## config.mk

```make
export PLATFORM = sky130hd
export DESIGN_NAME = window_tick_time_stats
export DESIGN_NICKNAME = d
export VERILOG_FILES = /design/src/rtl/wtts_pkg.sv /design/src/rtl/window_tick_time_stats.sv /design/src/rtl/wtts_ctrl.sv /design/src/rtl/wtts_datapath.sv
export SDC_FILE = /design/constraint.sdc
export NUM_CORES = 2
export LEC_CHECK = 0
export BUFFER_PORTS_ARGS = -buffer_cell sky130_fd_sc_hd__buf_4
export CORE_ASPECT_RATIO = 0.8
export CORE_MARGIN = 2
export CORE_UTILIZATION = 51
export CTS_BUF_LIST = sky130_fd_sc_hd__clkbuf_4 sky130_fd_sc_hd__clkbuf_8
export DETAILED_ROUTE_END_ITERATION = 10
export PLACE_DENSITY = 0.75
export SLEW_MARGIN = 20
export SYNTH_ARGS = -nofsm -noshare
export SYNTH_HDL_FRONTEND = slang
export SYNTH_SLANG_ARGS = --single-unit
```

## constraint.sdc

```tcl
create_clock -name clock -period 11.7 [get_ports clock]
set_input_delay 1.17 -clock clock [delete_from_list [all_inputs] [get_ports clock]]
set_output_delay 1.17 -clock clock [all_outputs]
set_load 0.05 [all_outputs]
```

## src/rtl/wtts_pkg.sv

```systemverilog
// Shared types and constants for the window tick time statistics block.
// Used by the controller, the datapath, the top level and the checker.
package wtts_pkg;

   localparam int WINDOW      = 20;
   localparam int SAMPLE_BITS = 24;

   localparam int SLOT_BITS  = $clog2(WINDOW);
   localparam int COUNT_BITS = $clog2(WINDOW + 1);
   localparam int SUM_BITS   = SAMPLE_BITS + COUNT_BITS;

   localparam int REQ_DATA_BITS = ((SAMPLE_BITS + 7) / 8) * 8;
   localparam int RSP_DATA_BITS = ((5 * SAMPLE_BITS + 7) / 8) * 8;

   // divider lanes
   localparam int LANES     = 3;
   localparam int LANE_MEAN = 0;
   localparam int LANE_EVEN = 1;
   localparam int LANE_ODD  = 2;
   localparam int LANE_BITS = $clog2(LANES);

   // q = (x * ceil(2^RECIP_SHIFT / d)) >> RECIP_SHIFT, exact for every x below
   // 2^SUM_BITS because every divisor stays below 2^COUNT_BITS.
   localparam int RECIP_SHIFT = SUM_BITS + COUNT_BITS;
   localparam int RECIP_BITS  = RECIP_SHIFT - $clog2(WINDOW / 2) + 1;
   localparam logic [63:0] RECIP_ONE = 64'd1 << RECIP_SHIFT;

   localparam logic [RECIP_BITS-1:0] RECIP [LANES] = '{
      RECIP_BITS'((RECIP_ONE + 64'(WINDOW - 1)) / 64'(WINDOW)),
      RECIP_BITS'((RECIP_ONE + 64'((WINDOW + 1) / 2 - 1)) / 64'((WINDOW + 1) / 2)),
      RECIP_BITS'((RECIP_ONE + 64'(WINDOW / 2 - 1)) / 64'(WINDOW / 2))
   };

   typedef enum logic [2:0] {
      ST_IDLE,
      ST_SCAN,
      ST_DRAIN,
      ST_DIV_LOAD,
      ST_DIVIDE,
      ST_FINISH
   } state_type;

   typedef struct packed {
      logic accept;
      logic scan_issue;
      logic div_load;
      logic div_step;
      logic out_load;
   } cmd_type;

   typedef struct packed {
      logic scan_last;
      logic div_last;
      logic out_busy;
   } stat_type;

endpackage

```

## src/rtl/window_tick_time_stats.sv

```systemverilog
// A sample goes through a scan of the filled entries (1..20), a drain state, the divider load
// and the divide steps, and is registered at the output before the next is taken; the ring scan
// reads one entry per cycle and the divider forms one quotient per cycle by reciprocal multiply.
// A result waiting in the output register does not block the next input transfer.
// Reset clears write slot, fill count, sequencer and output valid; ring contents stay
// undefined until written, with no clearing pass.
module window_tick_time_stats (
   input  logic                                 clock,
   input  logic                                 reset,
   input  logic                                 req_tvalid,
   output logic                                 req_tready,
   input  logic [wtts_pkg::REQ_DATA_BITS-1:0]   req_tdata,  // sample_us
   output logic                                 rsp_tvalid,
   input  logic                                 rsp_tready,
   // window_mean, window_min, window_max, pair_low, pair_high
   output logic [wtts_pkg::RSP_DATA_BITS-1:0]   rsp_tdata,
   output logic [0:0]                           rsp_tuser   // window_full
);

   localparam int SB = wtts_pkg::SAMPLE_BITS;

   wtts_pkg::cmd_type  cmd;
   wtts_pkg::stat_type stat;
   logic          rsp_take;
   logic [SB-1:0] window_mean, window_min, window_max, pair_low, pair_high;
   logic          window_full;

   assign rsp_take = rsp_tvalid && rsp_tready;

   wtts_ctrl u_ctrl (
      .clock      (clock),
      .reset      (reset),
      .req_tvalid (req_tvalid),
      .req_tready (req_tready),
      .stat       (stat),
      .cmd        (cmd)
   );

   wtts_datapath u_datapath (
      .clock       (clock),
      .reset       (reset),
      .cmd         (cmd),
      .stat        (stat),
      .sample_us   (req_tdata[SB-1:0]),
      .rsp_take    (rsp_take),
      .rsp_valid   (rsp_tvalid),
      .window_mean (window_mean),
      .window_min  (window_min),
      .window_max  (window_max),
      .pair_low    (pair_low),
      .pair_high   (pair_high),
      .window_full (window_full)
   );

   assign rsp_tdata = wtts_pkg::RSP_DATA_BITS'({pair_high, pair_low, window_max,
                                                window_min, window_mean});
   assign rsp_tuser = window_full;

endmodule

```

## src/rtl/wtts_ctrl.sv

```systemverilog
// Sequencer for the window statistics block: scan, divide, hand off.
// Depends on wtts_pkg for the state, command and status types.
module wtts_ctrl (
   input  logic               clock,
   input  logic               reset,
   input  logic               req_tvalid,
   output logic               req_tready,
   input  wtts_pkg::stat_type stat,
   output wtts_pkg::cmd_type  cmd
);

   wtts_pkg::state_type state_ff;
   wtts_pkg::state_type state_in;

   always_ff @(posedge clock) begin
      if (reset) begin
         state_ff <= wtts_pkg::ST_IDLE;
      end else begin
         state_ff <= state_in;
      end
   end

   always_comb begin
      state_in = state_ff;
      case (state_ff)
         wtts_pkg::ST_IDLE: begin
            if (req_tvalid) state_in = wtts_pkg::ST_SCAN;
         end
         wtts_pkg::ST_SCAN: begin
            if (stat.scan_last) state_in = wtts_pkg::ST_DRAIN;
         end
         wtts_pkg::ST_DRAIN: begin
            state_in = wtts_pkg::ST_DIV_LOAD;
         end
         wtts_pkg::ST_DIV_LOAD: begin
            state_in = wtts_pkg::ST_DIVIDE;
         end
         wtts_pkg::ST_DIVIDE: begin
            if (stat.div_last) state_in = wtts_pkg::ST_FINISH;
         end
         wtts_pkg::ST_FINISH: begin
            if (!stat.out_busy) state_in = wtts_pkg::ST_IDLE;
         end
         default: begin
            state_in = wtts_pkg::ST_IDLE;
         end
      endcase
   end

   always_comb begin
      req_tready     = 1'b0;
      cmd.accept     = 1'b0;
      cmd.scan_issue = 1'b0;
      cmd.div_load   = 1'b0;
      cmd.div_step   = 1'b0;
      cmd.out_load   = 1'b0;
      case (state_ff)
         wtts_pkg::ST_IDLE: begin
            req_tready = 1'b1;
            cmd.accept = req_tvalid;
         end
         wtts_pkg::ST_SCAN: begin
            cmd.scan_issue = 1'b1;
         end
         wtts_pkg::ST_DRAIN: begin
         end
         wtts_pkg::ST_DIV_LOAD: begin
            cmd.div_load = 1'b1;
         end
         wtts_pkg::ST_DIVIDE: begin
            cmd.div_step = 1'b1;
         end
         wtts_pkg::ST_FINISH: begin
            cmd.out_load = !stat.out_busy;
         end
         default: begin
         end
      endcase
   end

endmodule

```

## src/rtl/wtts_datapath.sv

```systemverilog
// Datapath: sample ring, scan accumulators, three-lane reciprocal divider
// and the output register. Depends on wtts_pkg; driven by wtts_ctrl.
module wtts_datapath (
   input  logic                             clock,
   input  logic                             reset,
   input  wtts_pkg::cmd_type                cmd,
   output wtts_pkg::stat_type               stat,
   input  logic [wtts_pkg::SAMPLE_BITS-1:0] sample_us,
   input  logic                             rsp_take,
   output logic                             rsp_valid,
   output logic [wtts_pkg::SAMPLE_BITS-1:0] window_mean,
   output logic [wtts_pkg::SAMPLE_BITS-1:0] window_min,
   output logic [wtts_pkg::SAMPLE_BITS-1:0] window_max,
   output logic [wtts_pkg::SAMPLE_BITS-1:0] pair_low,
   output logic [wtts_pkg::SAMPLE_BITS-1:0] pair_high,
   output logic                             window_full
);

   localparam int SB  = wtts_pkg::SAMPLE_BITS;
   localparam int UB  = wtts_pkg::SUM_BITS;
   localparam int CB  = wtts_pkg::COUNT_BITS;
   localparam int LB  = wtts_pkg::SLOT_BITS;
   localparam int NB  = wtts_pkg::LANE_BITS;
   localparam int PB  = UB + wtts_pkg::RECIP_BITS;

   logic [SB-1:0] ring_mem [wtts_pkg::WINDOW];
   logic [SB-1:0] rd_data_ff;

   logic [LB-1:0] write_slot_ff, write_slot_in;
   logic [CB-1:0] fill_count_ff, fill_count_in;
   logic [LB-1:0] scan_idx_ff, scan_idx_in;
   logic          rd_valid_ff, rd_valid_in;
   logic          rd_odd_ff, rd_odd_in;
   logic          rd_first_ff, rd_first_in;
   logic [UB-1:0] sum_ff, sum_in;
   logic [UB-1:0] even_ff, even_in;
   logic [UB-1:0] odd_ff, odd_in;
   logic [SB-1:0] lo_ff, lo_in;
   logic [SB-1:0] hi_ff, hi_in;
   logic [UB-1:0] quo_ff [wtts_pkg::LANES];
   logic [UB-1:0] quo_in [wtts_pkg::LANES];
   logic [PB-1:0] product;
   logic [UB-1:0] quotient;
   logic [NB-1:0] div_cnt_ff, div_cnt_in;
   logic          rsp_valid_ff, rsp_valid_in;
   logic [SB-1:0] mean_ff, mean_in;
   logic [SB-1:0] min_ff, min_in;
   logic [SB-1:0] max_ff, max_in;
   logic [SB-1:0] low_ff, low_in;
   logic [SB-1:0] high_ff, high_in;
   logic          full_ff, full_in;
   logic          full_now;
   logic [SB-1:0] even_q, odd_q;

   // ring: write on accept, registered read during scan
   always_ff @(posedge clock) begin
      if (cmd.accept) ring_mem[write_slot_ff] <= sample_us;
      if (cmd.scan_issue) rd_data_ff <= ring_mem[scan_idx_ff];
   end

   always_comb begin
      write_slot_in = write_slot_ff;
      fill_count_in = fill_count_ff;
      scan_idx_in   = scan_idx_ff;
      rd_valid_in   = cmd.scan_issue;
      rd_odd_in     = scan_idx_ff[0];
      rd_first_in   = rd_first_ff;
      sum_in        = sum_ff;
      even_in       = even_ff;
      odd_in        = odd_ff;
      lo_in         = lo_ff;
      hi_in         = hi_ff;

      if (cmd.accept) begin
         write_slot_in = (write_slot_ff == LB'(wtts_pkg::WINDOW - 1)) ?
                         '0 : write_slot_ff + LB'(1);
         if (fill_count_ff < CB'(wtts_pkg::WINDOW)) fill_count_in = fill_count_ff + CB'(1);
         scan_idx_in = '0;
         rd_first_in = 1'b1;
         sum_in      = '0;
         even_in     = '0;
         odd_in      = '0;
      end else if (cmd.scan_issue) begin
         scan_idx_in = scan_idx_ff + LB'(1);
      end

      // fold in the entry read last cycle
      if (rd_valid_ff) begin
         rd_first_in = 1'b0;
         sum_in = sum_ff + UB'(rd_data_ff);
         if (rd_odd_ff) odd_in = odd_ff + UB'(rd_data_ff);
         else even_in = even_ff + UB'(rd_data_ff);
         if (rd_first_ff || rd_data_ff < lo_ff) lo_in = rd_data_ff;
         if (rd_first_ff || rd_data_ff > hi_ff) hi_in = rd_data_ff;
      end
   end

   // one lane per cycle through a shared reciprocal multiplier
   always_comb begin
      div_cnt_in = div_cnt_ff;
      product    = PB'(quo_ff[div_cnt_ff]) * PB'(wtts_pkg::RECIP[div_cnt_ff]);
      quotient   = UB'(product[PB-1:wtts_pkg::RECIP_SHIFT]);
      for (int k = 0; k < wtts_pkg::LANES; k++) quo_in[k] = quo_ff[k];
      if (cmd.div_load) begin
         quo_in[wtts_pkg::LANE_MEAN] = sum_ff;
         quo_in[wtts_pkg::LANE_EVEN] = even_ff;
         quo_in[wtts_pkg::LANE_ODD]  = odd_ff;
         div_cnt_in = '0;
      end else if (cmd.div_step) begin
         for (int k = 0; k < wtts_pkg::LANES; k++) begin
            if (div_cnt_ff == NB'(k)) quo_in[k] = quotient;
         end
         div_cnt_in = div_cnt_ff + NB'(1);
      end
   end

   assign full_now = (fill_count_ff == CB'(wtts_pkg::WINDOW));
   assign even_q   = quo_ff[wtts_pkg::LANE_EVEN][SB-1:0];
   assign odd_q    = quo_ff[wtts_pkg::LANE_ODD][SB-1:0];

   always_comb begin
      mean_in = mean_ff;
      min_in  = min_ff;
      max_in  = max_ff;
      low_in  = low_ff;
      high_in = high_ff;
      full_in = full_ff;
      rsp_valid_in = rsp_take ? 1'b0 : rsp_valid_ff;
      if (cmd.out_load) begin
         rsp_valid_in = 1'b1;
         mean_in = quo_ff[wtts_pkg::LANE_MEAN][SB-1:0];
         min_in  = lo_ff;
         max_in  = hi_ff;
         full_in = full_now;
         if (!full_now) begin
            low_in  = '0;
            high_in = '0;
         end else if (even_q > odd_q) begin
            low_in  = odd_q;
            high_in = even_q;
         end else begin
            low_in  = even_q;
            high_in = odd_q;
         end
      end
   end

   always_ff @(posedge clock) begin
      if (reset) begin
         write_slot_ff <= '0;
         fill_count_ff <= '0;
         rd_valid_ff   <= 1'b0;
         rsp_valid_ff  <= 1'b0;
         div_cnt_ff    <= '0;
      end else begin
         write_slot_ff <= write_slot_in;
         fill_count_ff <= fill_count_in;
         rd_valid_ff   <= rd_valid_in;
         rsp_valid_ff  <= rsp_valid_in;
         div_cnt_ff    <= div_cnt_in;
      end
      scan_idx_ff <= scan_idx_in;
      rd_odd_ff   <= rd_odd_in;
      rd_first_ff <= rd_first_in;
      sum_ff      <= sum_in;
      even_ff     <= even_in;
      odd_ff      <= odd_in;
      lo_ff       <= lo_in;
      hi_ff       <= hi_in;
      for (int k = 0; k < wtts_pkg::LANES; k++) begin
         quo_ff[k] <= quo_in[k];
      end
      mean_ff <= mean_in;
      min_ff  <= min_in;
      max_ff  <= max_in;
      low_ff  <= low_in;
      high_ff <= high_in;
      full_ff <= full_in;
   end

   assign stat.scan_last = ((CB'(scan_idx_ff) + CB'(1)) == fill_count_ff);
   assign stat.div_last  = (div_cnt_ff == NB'(wtts_pkg::LANES - 1));
   assign stat.out_busy  = rsp_valid_ff && !rsp_take;

   assign rsp_valid   = rsp_valid_ff;
   assign window_mean = mean_ff;
   assign window_min  = min_ff;
   assign window_max  = max_ff;
   assign pair_low    = low_ff;
   assign pair_high   = high_ff;
   assign window_full = full_ff;

endmodule

```

* After elaboration in Yosys (flattened, before gate mapping)
Memories as Yosys holds them, arrays and structs flattened. A register that Yosys moved wholly into a read port is not among the register bits.
Index checks and enable logic that the tools add are counted.
** Storage, ports and cells
- Memories kept :: 2
- Bits in writable memories :: 567
- Output and inout bits :: 123
- Input port bits :: 28
- Bits in registers :: 280
** Memories
- u_datapath.ring_mem :: depth 20, width 24, rd ports 1, clocked after memory_dff 1, wr ports 1, RTL line wtts_datapath.sv:26 : logic [SB-1:0] ring_mem [wtts_pkg::WINDOW];
- u_datapath.quo_ff :: depth 3, width 29, rd ports 4, clocked after memory_dff 1, wr ports 3, RTL line wtts_datapath.sv:40 : logic [UB-1:0] quo_ff [wtts_pkg::LANES];
** Operators by class
- Magnitude comparators :: 5
- Add/sub/neg operators :: 7
- Muxes and demuxes :: 36
- $mul :: 1
- Equality and inequality tests :: 14
- Reduce and logical (&&, ||, !) cells :: 15
- Bitwise operators :: 1
** Operators by type and width (count)
- 29-bit 2-to-1 mux :: 11
- 87-bit 2-to-1 mux :: 2
- 29-bit by 24-bit adder with 29-bit output :: 3
- 31-bit binary-select mux with 2-bit select :: 1
- 31-bit 2-to-1 mux :: 2
- 29-bit by 31-bit multiplier with 60-bit output :: 1
- 24-bit greater-than comparator :: 2
- 24-bit 2-to-1 mux :: 2
- 24-bit less-than comparator :: 1
- 3-bit one-hot mux with 6 select lines :: 1
- 5-bit by 1-bit adder with 5-bit output (second input constant) :: 3
- 3-bit 2-to-1 mux :: 4
- 5-bit equality test (second input constant) :: 2
- 1-bit 2-to-1 mux :: 10
- 2-bit != test (second input constant) :: 4
- 3-bit by 2-bit equality test with 1-bit output (second input constant) :: 2
- 3-bit equality test (second input constant) :: 2
- 2-bit AND reduction :: 3
- 5-bit equality test :: 1
- 5-bit less-than comparator (second input constant) :: 1
- 5-bit 2-to-1 mux :: 1
- 2-bit 2-to-1 mux :: 2
- 4-bit AND reduction :: 1
- 2-bit nonzero test :: 2
- 12 further kinds :: 15

* Logic depth before layout (Yosys ltp)
- Depth after elaboration :: 8
- Depth in mapped cells :: 33
- Depth with buffers taken out :: 30

* Cells and area by module
A second synthesis with hierarchy kept.
** Second synthesis, totals
- Cell total of the unflattened synthesis :: 4113
- Area, all modules :: 53067.1 sq um
** Modules (own cells, without submodules)
- wtts_datapath :: cells an instance 4085, area each 52845.7 sq um, instances 1
- wtts_ctrl :: cells an instance 27, area each 215.2 sq um, instances 1
- window_tick_time_stats :: cells an instance 1, area each 6.3 sq um, instances 1

* Worst setup path after synthesis
No wires, ideal clock.
- Path kind :: reg2reg
- Start :: register (tool-made name)
- End :: memory u_datapath.quo_ff[2][16] (netlist bit) (data pin)
- Buffers on the path :: 2
- Setup time :: 0.260 ns
- Arrival time :: 7.917 ns
- Path slack :: 3.523 ns
- Cell stages (with the launch flop) :: 30
- Required time :: 11.440 ns
- Path through :: dfxtp_1 > buf_4 > buf_1 > mux2i_1 > nor2_1 > a21oi_1 > or2_2 > fa_1 > inv_1 > fa_1 > fa_1 > inv_1 > fa_1 > inv_1 > fa_1 > fa_1 > fa_1 > inv_1 > fa_1 > inv_1 > ha_1 > and3_1 > nand4_1 > nor4_1 > o2111ai_1 > and4_1 > o21ba_2 > o21ai_0 > xor2_1 > mux2_2
** RTL lines (RTL line)
- end: declaration :: wtts_datapath.sv:40

==> parameters.txt <==
Parameter                              Value

Outcome
  Result of the run    completed

Placement
  Final weighted congestion in routability-driven placement    a little under 1
  Final HPWL DP    roughly 110 mm
  Dpl cells    5611
  PortBufs    150

Logic synthesis
  Fraction of the yosys area taken by sequential cells    47.5%
  Cells taking the most area after synthesis    edfxtp_1 44%, fa_1 12%, ha_1 11%
  Total number of yosys warnings    0
  Cell count after synthesis    a little over 4000
  Xor/xnor cell area share of the yosys netlist    under 10%
  Top flip-flop cell by instance count after synthesis    edfxtp_1
  Combinational family with the most area after synthesis    adder cells
  Mean instance size in the synthesized netlist    12.9 um2
  Basic-gate share of the synthesized area counting and, or, nand and nor cells    7.12%
  Fraction of post-synthesis cell area in the top cell type by area    between 40% and 50%
  Fraction of the mapped netlist area in compound gates    between 7 and 8%
  Post-synthesis share of cell area spent on full adders, half adders and majority gates    22.6%
  List of most frequent post-synthesis cells    789 x edfxtp_1, 527 x inv_1, 455 x ha_1, 318 x fa_1, 238 x nor2_1
  Most instantiated library cell after synthesis    edfxtp_1
  Share of flip-flops with an asynchronous set or reset after synthesis    0%
  Number of nets in the synthesized netlist    4947
  Summed instance area of the synthesized netlist    about 53000 um2
  Post-synthesis cell type with the largest combined area    edfxtp_1
  Multiplexer area fraction after synthesis    roughly 8.5%
  Synth unique cells    74
  Number of enable flip-flop cells after synthesis    789
  Flip-flop and latch count after synthesis    873

Timing
  Final max-slew violation count    0
  Fmax achieved    97.1 MHz
  Setup-violating endpoint count in the final report    0
  Part of the cycle the worst path needs    about 88%
  Max-Slew Margin vs Limit    about 28%
  Final critical path time including I/O delays and setup    approximately 10000 ps
  Transition time at the pin with the least slew margin    1080 ps
  Count of endpoints failing hold in the final timing report    0
  Final setup TNS    0 ps
  Worst clock skew    between 40 and 50 ps
  Unrepaired setup endpoints after global routing    false

Clocking
  Number of H-tree branching levels    4
  Longest Clk Path Bufs    3
  Clock Pin Slew Worst Setup and Hold Paths    60 ps
  Number of hold-repair buffers added at the cts stage    0
  CTS tree    built
  Post-CTS resize count    0
  Clock sinks    873
  Count of buffers added by post-CTS timing repair for setup    0
  Clock latency of the later-clocked register in the worst-skew pair    about 840 ps
  Cell at the root of the clock tree    clkbuf_8
  Number of CTS-inserted buffers    approximately 130

Drt
  Vias per std cell    between 5 and 6
  First drt pass iteration count    6
  Number of DRC violations after detailed-routing iteration 0    3485
  Post-route DRC    0
  Wire length per cell    about 24 um
  Detailed-route via count    34162
  Routed wire length    around 140 mm
  Post-route antenna net violation count    0

Finish
  Share of final-layout standard cells stronger than drive strength 1    14.8%
  Post-layout nets    5142
  Final core utilization    56.5%
  Area growth from synthesis to layout    10.2%
  FILL cells    8356
  Post-route non-filler standard cell count    between 5000 and 6000

Global routing
  Pin count of the biggest net entering global routing    ~70
  Total congestion overflow after global routing    0
  Vias in the first global route    33817
  Overall Global Routing Usage    a little over a quarter
  Number of antenna violations at the first check in global routing    5
  Wire length of the first global-routing pass    213 mm

Job
  Max-cap viol count    0

Critical path
  Data required time of the worst path    approximately 12000 ps
  Maximum net fanout on the critical path    20
  Arrival time at the worst endpoint    roughly 11000 ps
  Slowest stage delay, CP    670 ps
  FF-to-FF setup slack    1400 ps
  Kind of critical path    flip-flop to flip-flop
  Slowest cell on the critical path    fa_1
  Crit start category    flip-flop
  Endpoint class of the critical path    flip-flop

Floorplanning
  Core region area    roughly 100000 um2
  Vertical die dimension    294 um
  Boundary pin count    around 150
  Rows    106
  Die Area    107000 um2
  Starting density of the core    51.3%
  Die width    366 um

Hold path
  Path category of the worst min-delay check    flip-flop to flip-flop
[cells by family (layout without fill, tap and decap cells)]
family / count (synthesis) / in the layout
adder cells (fa/ha/maj): 775 / 775
XOR/XNOR: 110 / 110
multiplexers: 269 / 269
AO/OA/AOI/OAI: 657 / 657
other: 0 / 1
AND/OR/NAND/NOR: 797 / 797
flip-flops: 873 / 873
buffers and inverters: 665 / 964
[final cells by class]
| cell class | count | area, um2 | share of cell area, % |
|---|---|---|---|
| timing repair buffer | 200 | 1500 | 2.55 |
| multi-input combinational | 2608 | 25700 | 43.6 |
| tap | 1404 | 1760 | 2.98 |
| clock buffer | 178 | 2170 | 3.68 |
| sequential | 873 | 25400 | 43.1 |
| clock inverter | 59 | 459 | 0.779 |
| inverter | 527 | 1980 | 3.36 |
| antenna | 1 | 2.50 | 0.00425 |
[critical path, delay by kind of cell, from the launching register on]
family / cells / cell delay [ps]
adder cells (fa/ha/maj): 10 / 5160
XOR/XNOR: 1 / 260
buffers and inverters: 8 / 1040
flip-flops: 1 / 420
multiplexers: 1 / 310
AND/OR/NAND/NOR: 6 / 2130
AO/OA/AOI/OAI: 2 / 720
[state kept, by name, summed over array words and instances, names as in the netlist, 2 cells and up, named ones only]
register	flops
u_datapath.ring_mem	480
u_datapath.window_mean	24
u_datapath.odd_ff	29
u_datapath.hi_ff	24
u_datapath.even_ff	29
u_datapath.pair_high	24
u_datapath.lo_ff	24
u_ctrl.state_ff	3
u_datapath.quo_ff	87
u_datapath.div_cnt_ff	2
u_datapath.scan_idx_ff	5
u_datapath.window_min	24
u_datapath.sum_ff	29
u_datapath.fill_count_ff	5
u_datapath.window_max	24
u_datapath.pair_low	24
u_datapath.rd_data_ff	24
u_datapath.write_slot_ff	5
[placed cells by master (no fill, tap or decap), types with 8 or more instances in the layout]
cell,synthesis,layout
nand3_1,78,77
and3_1,23,23
o21a_1,30,29
o21ai_0,169,169
clkbuf_8,0,133
ha_1,455,455
and2_1,31,31
xor2_1,48,48
nor3b_1,8,8
a211oi_1,13,13
nor2_1,238,216
o21bai_1,11,11
a21oi_1,185,183
nor3_1,32,32
or2_2,16,16
mux2i_1,89,89
nor2b_1,52,52
nand2_1,204,200
clkinv_1,0,26
a21o_1,135,135
mux4_2,144,144
nand2b_1,31,31
clkinv_2,0,15
xnor2_1,62,62
edfxtp_1,789,789
clkbuf_4,0,46
a31oi_1,16,16
fa_1,318,318
o211ai_1,13,13
nand4_1,47,47
nor2_2,0,20
buf_4,2,199
inv_1,527,527
mux2_2,36,36
dfxtp_1,84,79
[metal layers]
metal  part of all wire (%)  track usage, %  vias up
met5                  0.029               0        -
met4                    2.4            7.38        8
met3                     11            8.12      208
met2                     45            40.7     1559
met1                     41            37.2    17086
li1                       -               -    15301
[path summary, 6_finish.rpt]
kind                                                   to  depth (start not counted)                      from
worst max-delay path             u_datapath.quo_ff[2][20]                         28  u_datapath.div_cnt_ff[0]
worst min-delay path            u_datapath.window_min[13]                          0      u_datapath.lo_ff[13]
worst max register to register   u_datapath.quo_ff[2][20]                         28  u_datapath.div_cnt_ff[0]
worst min register to register  u_datapath.window_min[13]                          0      u_datapath.lo_ff[13]
[per-stage QoR]
stage | hold slack, ps | area, um2 | setup WS (ps)
after floorplan | 352 | 53400 | 3520
after global placement | 430 | 56300 | 1580
after detailed placement | 436 | 56300 | 1500
after CTS | 437 | 58900 | 1430
after global routing | 465 | 58900 | 703
final | 439 | 58900 | 1400
Power is left out: the tool's default activity adds up to more than one toggle a clock period on the data nets, which glitch-free logic cannot reach.
